### src/rtl/midpoint_ellipse_rasterizer_macros.svh
// Assertion helpers for the ellipse rasterizer.
// All checks sample on the rising clock edge and are off while reset is high.
`ifndef MIDPOINT_ELLIPSE_RASTERIZER_MACROS_SVH
`define MIDPOINT_ELLIPSE_RASTERIZER_MACROS_SVH

// Same-cycle implication
`define MER_ASSERT_NOW(label, ante, cons, msg) \
   label: assert property (@(posedge clock) disable iff (reset) (ante) |-> (cons)) \
      else $error(msg);

// Next-cycle implication
`define MER_ASSERT_NEXT(label, ante, cons, msg) \
   label: assert property (@(posedge clock) disable iff (reset) (ante) |=> (cons)) \
      else $error(msg);

`endif

### src/rtl/mer_pkg.sv
`default_nettype none

package mer_pkg;

   // request kinds carried on req_tuser
   localparam logic REQ_START = 1'b0;
   localparam logic REQ_STEP  = 1'b1;

   // sequencer states
   typedef enum logic [3:0] {
      ST_IDLE,
      ST_SQ_A,
      ST_SQ_B,
      ST_SEED_MUL,
      ST_SEED,
      ST_CMP_R,
      ST_CMP,
      ST_SW_TT,
      ST_SW_AY,
      ST_SW_AYY,
      ST_SW_AB,
      ST_SW_FIN,
      ST_EMIT,
      ST_UPD_X,
      ST_UPD_Y
   } state_type;

endpackage

`default_nettype wire

### src/rtl/midpoint_ellipse_rasterizer.sv
// Channel | Dir | tdata (low bit up)                                   | tuser    | tlast
// req_    | in  | center_x, center_y, semi_axis_x, semi_axis_y, pad 0 | req_type | -
// rsp_    | out | x_right, x_left, y_lower, y_upper, pad 0            | -        | last_point
//
// One shared multiplier with a registered product, under a small sequencer.
// Start beat: accept, three products, seed sum. Step beat in region 1: compare,
// emit, update; the step entering region 2 adds the chained seed products; region 2:
// emit, update; the last set only emits; a step while idle is only accepted.
// Synchronous reset clears the sequencer, busy and region flags and output valid.
// One result register; the next beat is taken while it waits, a stall holds emit.
`default_nettype none
`include "midpoint_ellipse_rasterizer_macros.svh"

module midpoint_ellipse_rasterizer
   import mer_pkg::*;
#(
   parameter int COORD_BITS = 12,
   parameter int AXIS_BITS  = 11
) (
   input  wire                                                  clock,
   input  wire                                                  reset,
   input  wire                                                  req_tvalid,
   output logic                                                 req_tready,
   // center_x, center_y, semi_axis_x, semi_axis_y, zero pad
   input  wire  [((2*COORD_BITS+2*AXIS_BITS+7)/8)*8-1:0]        req_tdata,
   // req_type
   input  wire                                                  req_tuser,
   output logic                                                 rsp_tvalid,
   input  wire                                                  rsp_tready,
   // x_right, x_left, y_lower, y_upper, zero pad
   output logic [((4*(COORD_BITS+2)+7)/8)*8-1:0]                rsp_tdata,
   output logic                                                 rsp_tlast
);

   localparam int CW    = COORD_BITS;
   localparam int AW    = AXIS_BITS;
   localparam int OW    = COORD_BITS + 2;
   localparam int SW    = 2 * AXIS_BITS;
   localparam int YW    = (AXIS_BITS > COORD_BITS) ? AXIS_BITS : COORD_BITS;
   localparam int TW    = (YW > AXIS_BITS + 2) ? YW : AXIS_BITS + 2;
   localparam int MA    = SW + TW;
   localparam int MB    = (SW > TW) ? SW : TW;
   localparam int PW    = MA + MB;
   localparam int DW    = SW + 2 * TW + 3;
   localparam int OUT_W = ((4 * OW + 7) / 8) * 8;
   localparam logic [YW-1:0] Y_MASK = YW'((64'd1 << COORD_BITS) - 64'd1);

   // sequencer and flags
   state_type state_ff, state_in;
   logic      busy_ff, busy_in;
   logic      reg2_ff, reg2_in;
   logic      incx_ff, incx_in;
   logic      decy_ff, decy_in;
   logic      ysub_ff, ysub_in;

   // ellipse state
   logic [AW-1:0]        x_ff, x_in;
   logic [YW-1:0]        y_ff, y_in;
   logic signed [DW-1:0] dec_ff, dec_in;
   logic [CW-1:0]        ox_ff, ox_in;
   logic [CW-1:0]        oy_ff, oy_in;
   logic [AW-1:0]        a_ff, a_in;
   logic [SW-1:0]        a2_ff, a2_in;
   logic [SW-1:0]        b2_ff, b2_in;

   // shared multiplier
   logic [MA-1:0] op_a;
   logic [MB-1:0] op_b;
   logic [PW-1:0] prod_ff, prod_in;
   logic [PW-1:0] tmp_ff, tmp_in;
   logic [DW-1:0] prod_dw;

   // output register
   logic             rsp_valid_ff, rsp_valid_in;
   logic [OUT_W-1:0] rsp_data_ff, rsp_data_in;
   logic             rsp_last_ff, rsp_last_in;

   // request fields
   logic [CW-1:0] cx, cy;
   logic [AW-1:0] sa, sb;
   logic          req_fire;

   // derived terms
   logic [AW:0]   x_inc;
   logic [AW+1:0] t1, t3;
   logic [YW-1:0] y_dec, ym;
   logic          dec_neg, dec_pos, last, slot_free, rsp_load;
   logic          r1_update;
   logic [OW-1:0] x_right, x_left, y_lower, y_upper;

   assign cx = req_tdata[CW-1:0];
   assign cy = req_tdata[2*CW-1:CW];
   assign sa = req_tdata[2*CW+AW-1:2*CW];
   assign sb = req_tdata[2*CW+2*AW-1:2*CW+AW];

   assign req_fire  = req_tvalid && req_tready;
   assign x_inc     = {1'b0, x_ff} + (AW+1)'(1);
   assign t1        = {1'b0, x_ff, 1'b1};
   assign t3        = {x_inc, 1'b1};
   assign y_dec     = y_ff - YW'(1);
   assign ym        = (y_ff == '0) ? YW'(1) : y_dec;
   assign dec_neg   = dec_ff[DW-1];
   assign dec_pos   = !dec_neg && (dec_ff != '0);
   assign last      = reg2_ff && (y_ff == '0);
   assign slot_free = !rsp_valid_ff || rsp_tready;
   assign prod_dw   = DW'(prod_ff);
   assign r1_update = (state_ff == ST_UPD_Y) && !reg2_ff;

   // four mirrored coordinates, wrapped to the output width
   assign x_right = OW'(ox_ff) + OW'(x_ff);
   assign x_left  = OW'(ox_ff) - OW'(x_ff);
   assign y_lower = OW'(oy_ff) + OW'(y_ff);
   assign y_upper = OW'(oy_ff) - OW'(y_ff);

   assign rsp_tvalid = rsp_valid_ff;
   assign rsp_tdata  = rsp_data_ff;
   assign rsp_tlast  = rsp_last_ff;

   // next state
   always_comb begin
      state_in = state_ff;
      case (state_ff)
         ST_IDLE: begin
            if (req_fire) begin
               case (req_tuser)
                  REQ_START: state_in = ST_SQ_A;
                  REQ_STEP: begin
                     if (busy_ff) begin
                        state_in = reg2_ff ? ST_EMIT : ST_CMP_R;
                     end
                  end
                  default: state_in = ST_IDLE;
               endcase
            end
         end
         ST_SQ_A:     state_in = ST_SQ_B;
         ST_SQ_B:     state_in = ST_SEED_MUL;
         ST_SEED_MUL: state_in = ST_SEED;
         ST_SEED:     state_in = ST_IDLE;
         ST_CMP_R:    state_in = ST_CMP;
         ST_CMP:      state_in = (tmp_ff > prod_ff) ? ST_SW_TT : ST_EMIT;
         ST_SW_TT:    state_in = ST_SW_AY;
         ST_SW_AY:    state_in = ST_SW_AYY;
         ST_SW_AYY:   state_in = ST_SW_AB;
         ST_SW_AB:    state_in = ST_SW_FIN;
         ST_SW_FIN:   state_in = ST_EMIT;
         ST_EMIT: begin
            if (slot_free) begin
               state_in = last ? ST_IDLE : ST_UPD_X;
            end
         end
         ST_UPD_X:    state_in = ST_UPD_Y;
         ST_UPD_Y:    state_in = ST_IDLE;
         default:     state_in = ST_IDLE;
      endcase
   end

   // sequencer outputs: handshake and multiplier operand select
   always_comb begin
      req_tready = (state_ff == ST_IDLE);
      rsp_load   = (state_ff == ST_EMIT) && slot_free;
      op_a       = '0;
      op_b       = '0;
      case (state_ff)
         ST_IDLE: begin
            op_a = MA'(b2_ff);
            op_b = MB'(x_ff);
         end
         ST_SQ_A: begin
            op_a = MA'(a_ff);
            op_b = MB'(a_ff);
         end
         ST_SQ_B: begin
            op_a = MA'(y_ff);
            op_b = MB'(y_ff);
         end
         ST_SEED_MUL: begin
            op_a = MA'(a2_ff);
            op_b = MB'(y_ff);
         end
         ST_CMP_R: begin
            op_a = MA'(a2_ff);
            op_b = MB'(y_ff);
         end
         ST_CMP: begin
            op_a = MA'(b2_ff);
            op_b = MB'(t1);
         end
         ST_SW_TT: begin
            op_a = prod_ff[MA-1:0];
            op_b = MB'(t1);
         end
         ST_SW_AY: begin
            op_a = MA'(a2_ff);
            op_b = MB'(ym);
         end
         ST_SW_AYY: begin
            op_a = prod_ff[MA-1:0];
            op_b = MB'(ym);
         end
         ST_SW_AB: begin
            op_a = MA'(a2_ff);
            op_b = MB'(b2_ff);
         end
         ST_EMIT: begin
            op_a = MA'(b2_ff);
            op_b = reg2_ff ? MB'(x_inc) : MB'(t3);
         end
         ST_UPD_X: begin
            op_a = MA'(a2_ff);
            op_b = decy_ff ? MB'(y_dec) : MB'(y_ff);
         end
         default: begin
            op_a = '0;
            op_b = '0;
         end
      endcase
   end

   // datapath next values
   always_comb begin
      busy_in      = busy_ff;
      reg2_in      = reg2_ff;
      incx_in      = incx_ff;
      decy_in      = decy_ff;
      ysub_in      = ysub_ff;
      x_in         = x_ff;
      y_in         = y_ff;
      dec_in       = dec_ff;
      ox_in        = ox_ff;
      oy_in        = oy_ff;
      a_in         = a_ff;
      a2_in        = a2_ff;
      b2_in        = b2_ff;
      tmp_in       = tmp_ff;
      prod_in      = op_a * op_b;
      rsp_data_in  = rsp_data_ff;
      rsp_last_in  = rsp_last_ff;
      rsp_valid_in = rsp_valid_ff && !rsp_tready;

      case (state_ff)
         // load a new ellipse; zero axes count as one
         ST_IDLE: begin
            if (req_fire && req_tuser == REQ_START) begin
               ox_in   = cx;
               oy_in   = cy;
               a_in    = (sa == '0) ? AW'(1) : sa;
               y_in    = (sb == '0) ? YW'(1) : YW'(sb);
               x_in    = '0;
               reg2_in = 1'b0;
               busy_in = 1'b1;
            end
         end
         ST_SQ_B:     a2_in = SW'(prod_ff);
         ST_SEED_MUL: b2_in = SW'(prod_ff);
         // 4*b^2 - 4*a^2*b + a^2
         ST_SEED: begin
            dec_in = $signed(DW'(b2_ff) << 2) - $signed(prod_dw << 2)
                     + $signed(DW'(a2_ff));
         end
         ST_CMP_R:  tmp_in = prod_ff;
         // region 2 seed: b^2*t^2 + 4*a^2*ym^2 - 4*a^2*b^2
         ST_SW_AY:  dec_in = $signed(prod_dw);
         ST_SW_AB:  dec_in = dec_ff + $signed(prod_dw << 2);
         ST_SW_FIN: begin
            dec_in  = dec_ff - $signed(prod_dw << 2);
            reg2_in = 1'b1;
         end
         // hand the point set to the output register, pick the update branch
         ST_EMIT: begin
            incx_in = !reg2_ff || !dec_pos;
            decy_in = reg2_ff || (!dec_neg && y_ff != '0);
            ysub_in = reg2_ff || !dec_neg;
            if (rsp_load) begin
               rsp_valid_in = 1'b1;
               rsp_data_in  = OUT_W'({y_upper, y_lower, x_left, x_right});
               rsp_last_in  = last;
               if (last) begin
                  busy_in = 1'b0;
               end
            end
         end
         // b^2 term, plus 4*a^2 in region 2
         ST_UPD_X: begin
            if (reg2_ff) begin
               dec_in = dec_ff + $signed(DW'(a2_ff) << 2)
                        + (incx_ff ? $signed(prod_dw << 3) : $signed(DW'(0)));
            end else begin
               dec_in = dec_ff + $signed(prod_dw << 2);
            end
         end
         // a^2*y term and offset update
         ST_UPD_Y: begin
            if (ysub_ff) begin
               dec_in = dec_ff - $signed(prod_dw << 3);
            end
            x_in = incx_ff ? x_inc[AW-1:0] : x_ff;
            y_in = (decy_ff ? y_dec : y_ff) & Y_MASK;
         end
         default: begin
            dec_in = dec_ff;
         end
      endcase
   end

   // control registers
   always_ff @(posedge clock) begin
      if (reset) begin
         state_ff     <= ST_IDLE;
         busy_ff      <= 1'b0;
         reg2_ff      <= 1'b0;
         rsp_valid_ff <= 1'b0;
      end else begin
         state_ff     <= state_in;
         busy_ff      <= busy_in;
         reg2_ff      <= reg2_in;
         rsp_valid_ff <= rsp_valid_in;
      end
   end

   // payload registers
   always_ff @(posedge clock) begin
      incx_ff     <= incx_in;
      decy_ff     <= decy_in;
      ysub_ff     <= ysub_in;
      x_ff        <= x_in;
      y_ff        <= y_in;
      dec_ff      <= dec_in;
      ox_ff       <= ox_in;
      oy_ff       <= oy_in;
      a_ff        <= a_in;
      a2_ff       <= a2_in;
      b2_ff       <= b2_in;
      prod_ff     <= prod_in;
      tmp_ff      <= tmp_in;
      rsp_data_ff <= rsp_data_in;
      rsp_last_ff <= rsp_last_in;
   end

   // checks
   `MER_ASSERT_NOW(a_rsp_from_emit, $rose(rsp_valid_ff), $past(state_ff) == ST_EMIT, "stray beat")
   `MER_ASSERT_NEXT(a_last_ends, rsp_load && last, !busy_ff && rsp_tlast && rsp_tvalid, "no end")
   `MER_ASSERT_NEXT(a_r1_x_step, r1_update, x_ff == $past(x_ff) + 1'b1, "x stalled in region 1")
   `MER_ASSERT_NOW(a_r2_y_falls, reg2_ff && $past(reg2_ff), y_ff <= $past(y_ff), "y rose")

endmodule

`default_nettype wire
### config.mk
export PLATFORM = sky130hd
export DESIGN_NAME = midpoint_ellipse_rasterizer
export DESIGN_NICKNAME = d
export VERILOG_FILES = /design/src/rtl/mer_pkg.sv /design/src/rtl/midpoint_ellipse_rasterizer.sv
export VERILOG_INCLUDE_DIRS = /design/src /design/src/rtl
export SDC_FILE = /design/constraint.sdc
export NUM_CORES = 2
export LEC_CHECK = 0
export BUFFER_PORTS_ARGS = -buffer_cell sky130_fd_sc_hd__buf_2
export CAP_MARGIN = 0
export CORE_AREA = 5 5 307 309
export DETAILED_ROUTE_END_ITERATION = 16
export DIE_AREA = 0 0 312 314
export HOLD_SLACK_MARGIN = 0.02
export PLACE_DENSITY = 0.77
export SETUP_SLACK_MARGIN = 0.5
export SYNTH_ARGS = -nofsm -noshare
export SYNTH_HDL_FRONTEND = slang
export SYNTH_SLANG_ARGS = --single-unit
### constraint.sdc
create_clock -name clock -period 14.6 [get_ports clock]
set_input_delay 0.73 -clock clock [delete_from_list [all_inputs] [get_ports clock]]
set_output_delay 0.73 -clock clock [all_outputs]
set_load 0.02 [all_outputs]
==> reports/results.env <==
RUN_STATUS='completed'
MIN_PATH_TYPE='primary input to flop'
GP_ROUTABILITY_CONGESTION=0.993
FINAL.PERIOD_UTILIZATION_PCT=75.9
RELSLEWSLACK_PCT=14.5
CORE-AREA_UM2=91100
FLOORPLAN.ROWS=111
AVGROUTEDWIREPERCELL_UM=23.2
WORST_SETUP_PATH_START_KIND='flop'
TIMING.CRITICAL_PATH.MODE_CELL='fa_1'
TRITONCTS='done'
ACHIEVABLE-FREQUENCY_MHz=90.3
AREA_ENCLOSED_BY_THE_DIE_BOUNDARY_UM2=98000
CTS_HOLD_REPAIR.BUFFERS=0
CRITPATHARRIVALTIME_NS=11.54
DRTPASS1ITERATIONS=9
RSZ_0062_RAISED_AFTER_GLOBAL_ROUTING='false'
ASYNC_RESET_FF_SHARE_PCT=0
ROUTED_WIRELENGTH_MM=174
YS_TYPES=84
SYNTH_EDF_COUNT=264
CLOCK_PATH_BUFFERS=3
MAXCAPVIOLATIONS=0
CTS_MAX_LEVEL=2
CRITICAL-PATH-SLOWEST-CELL='or4_1'
VIA_COUNT=47562
GRT_FIRST_PASS_WIRELENGTH_MM=270
DETAIL_ROUTE.VIAS_PER_CELL=6.32
CRIT_PATH_MAX_INCR_DELAY_NS=0.59
GLOBALROUTEOVERFLOWTOTAL=0
NETS=7586
TIMING.CLOCK.SKEW_NS=0.0348
SYNTH_CELLS=6267
TIMING.CRITICAL_PATH.TO_TYPE='flop'
POST_SYNTH_INSTANCE_AREA_UM2=54300
LAYOUT-AREA-OVERHEAD-VS-SYNTH_PCT=6.18
CLOCK_TREE.ROOT_CELL='clkbuf_16'
YS_FF_LATCH=328
CLK_LATENCY_NS=0.59
POST-DP-HPWL_MM=140
IO_PINS=112
NUMBER_OF_I_O_PORT_BUFFERS=107
INITIAL_CORE_UTIL_PCT=59.6
SYN_AVG_CELL_AREA_UM2=8.67
SYNTH_FLOP_CELL='edfxtp_1'
GRTUSAGETOTAL_PCT=35.0
SETUP.WORST_PATH.CLASS='flop to flop'
ANTENNA_VIOLATIONS_BEFORE_REPAIR=2
REMAINING_DESIGN_RULE_VIOLATION_COUNT=0
REPORT.FINAL.SLEW_VIOL_COUNT=0
ANTENNA_LEFT=0
FRACTION_OF_LAYOUT_INSTANCES_USING_A_DRIVE_STRENGTH_ABOVE_1_PCT=5.04
SETUP_TOTAL_NEGATIVE_SLACK_NS=0
CTSRESIZECOUNT=0
CTS_MADE_BUFFERS=38
FP.DIEH_UM=314
POSTCTSSETUPBUFFERS=0
FINALWORSTPATHREQUIREDPERIOD_NS=11.08
PATH_MAX_FANOUT=35
CLKTRANSATPATHREGS_NS=0.06
CTS_NUM_SINKS=328
FIRST_GLOBAL_VIAS=47047
DIE_X_UM=312
MAXIMUM_NUMBER_OF_PINS_ON_ONE_NET_BEFORE_GLOBAL_ROUTE_REPAIR=58
DRT-INITIAL-DRC-COUNT=5445
CRITPATHREQUIREDTIME_NS=15.06
YS_WARN_COUNT=0
TIMING.FINAL.SETUP_VIOLATIONS=0
WORST_SLEW_PIN_SLEW_NS=1.28
FINAL-HOLD-VIOLATION-COUNT=0
FINAL_CELL_COUNT_NO_FILL=7522
SEQUENTIAL_ELEMENT_SHARE_OF_THE_SYNTHESIZED_AREA_PCT=16.9
NUMPLACEDINSTANCES=7452
final timing paths:
check | from | to | slack [ns] | cells after the start
worst min-delay path | req_tdata[15] | oy_ff[3]$_DFFE_PP_ | 0.32 | 1
worst min register to register | prod_ff[53]$_DFF_P_ | tmp_ff[53]$_DFFE_PN_ | 0.43 | 0
worst max-delay path | y_ff[1]$_DFFE_PP_ | prod_ff[49]$_DFF_P_ | 3.52 | 35
worst max register to register | y_ff[1]$_DFFE_PP_ | prod_ff[49]$_DFF_P_ | 3.52 | 35
Yosys cell counts (71+ instances only):
library cell  count  area, µm²
a21o_1          138       1040
a21oi_1         380       1900
and2_1          105        657
clkbuf_1        278       1040
edfxtp_1        264       7930
fa_1            706      14100
ha_1            520       6510
inv_1           943       3540
nand2_1         688       2580
nand3_1         103        515
nor2_1          474       1780
nor3_1           92        460
o21ai_0         250       1250
o21bai_1         71        533
xnor2_1         176       1540
final cells by class:
type                    instances  area [µm²]
multi-input cells            4807       41000
fillers                      7743       33400
flip-flops and latches        328        9210
inverters                     944        3540
well taps                    1186        1480
repair buffers                188        1140
clock buffers                  43         980
clock inverters                25         345
diodes                          1        2.50
metrics by stage:
step	utilization, %	setup WS, ns	area (µm²)	hold WS (ns)
6_report	63.3	3.52	57700	0.316
3_5_place_dp	61.9	3.76	56400	0.414
2_1_floorplan	-	5.67	54800	0.406
4_1_cts	63.3	3.71	57700	0.291
3_3_place_gp	61.9	3.69	56400	0.415
5_1_grt	63.3	3.13	57700	0.308
state kept, by name, summed over array words and instances, names as in the netlist, 4 cells and up:
name and cells:
a2_ff 22, a_ff 11, b2_ff 22, dec_ff 51, ox_ff 12, oy_ff 12, prod_ff 57, rsp_tdata 50
state_ff 4, tmp_ff 57, x_ff 11, y_ff 12
layer usage:
| metal | share of wire, % | global-route usage [%] |
|---|---|---|
| met5 | 0.0040 | 0 |
| met3 | 12 | 7.72 |
| met2 | 42 | 52.2 |
| met4 | 4.0 | 11.4 |
| met1 | 41 | 51.3 |
worst max-delay path, delay by kind of cell, from the launching register on:
kind | cells | cell delay, ns
flops | 1 | 0.55
compound gates | 11 | 2.25
buf+inv | 6 | 0.98
xor+xnor | 1 | 0.09
simple gates | 8 | 2.80
fa+ha+maj | 9 | 4.20
cells in the final DEF (no fill, tap or decap), types with 64 or more instances in the layout:
cell type / Yosys / routed
a21o_1: 138 / 138
buf_2: 17 / 107
conb_1: 2 / 132
dfxtp_1: 64 / 64
fa_1: 706 / 706
nand4_1: 70 / 70
nand2_1: 688 / 688
nand3_1: 103 / 102
xnor2_1: 176 / 176
xor2_1: 70 / 70
buf_4: 7 / 80
nor3_1: 92 / 85
edfxtp_1: 264 / 264
o21bai_1: 71 / 71
and2_1: 105 / 105
o21ai_0: 250 / 250
inv_1: 943 / 943
a21oi_1: 380 / 378
nor2_1: 474 / 467
ha_1: 520 / 520
logic make-up after synthesis:
kind of cell / Yosys count / share of synthesized area, %
AO/OA/AOI/OAI: 1374 / 16.7
XOR/XNOR: 246 / 3.97
adder cells (fa/ha/maj): 1226 / 38.0
buffers and inverters: 1262 / 8.81
flip-flops: 328 / 16.9
multiplexers: 24 / 0.454
other: 2 / 0.0138
AND/OR/NAND/NOR: 1805 / 15.1
Power is not shown: default switching activity piles up to over one toggle a cycle in this logic, so the estimate is an artifact.
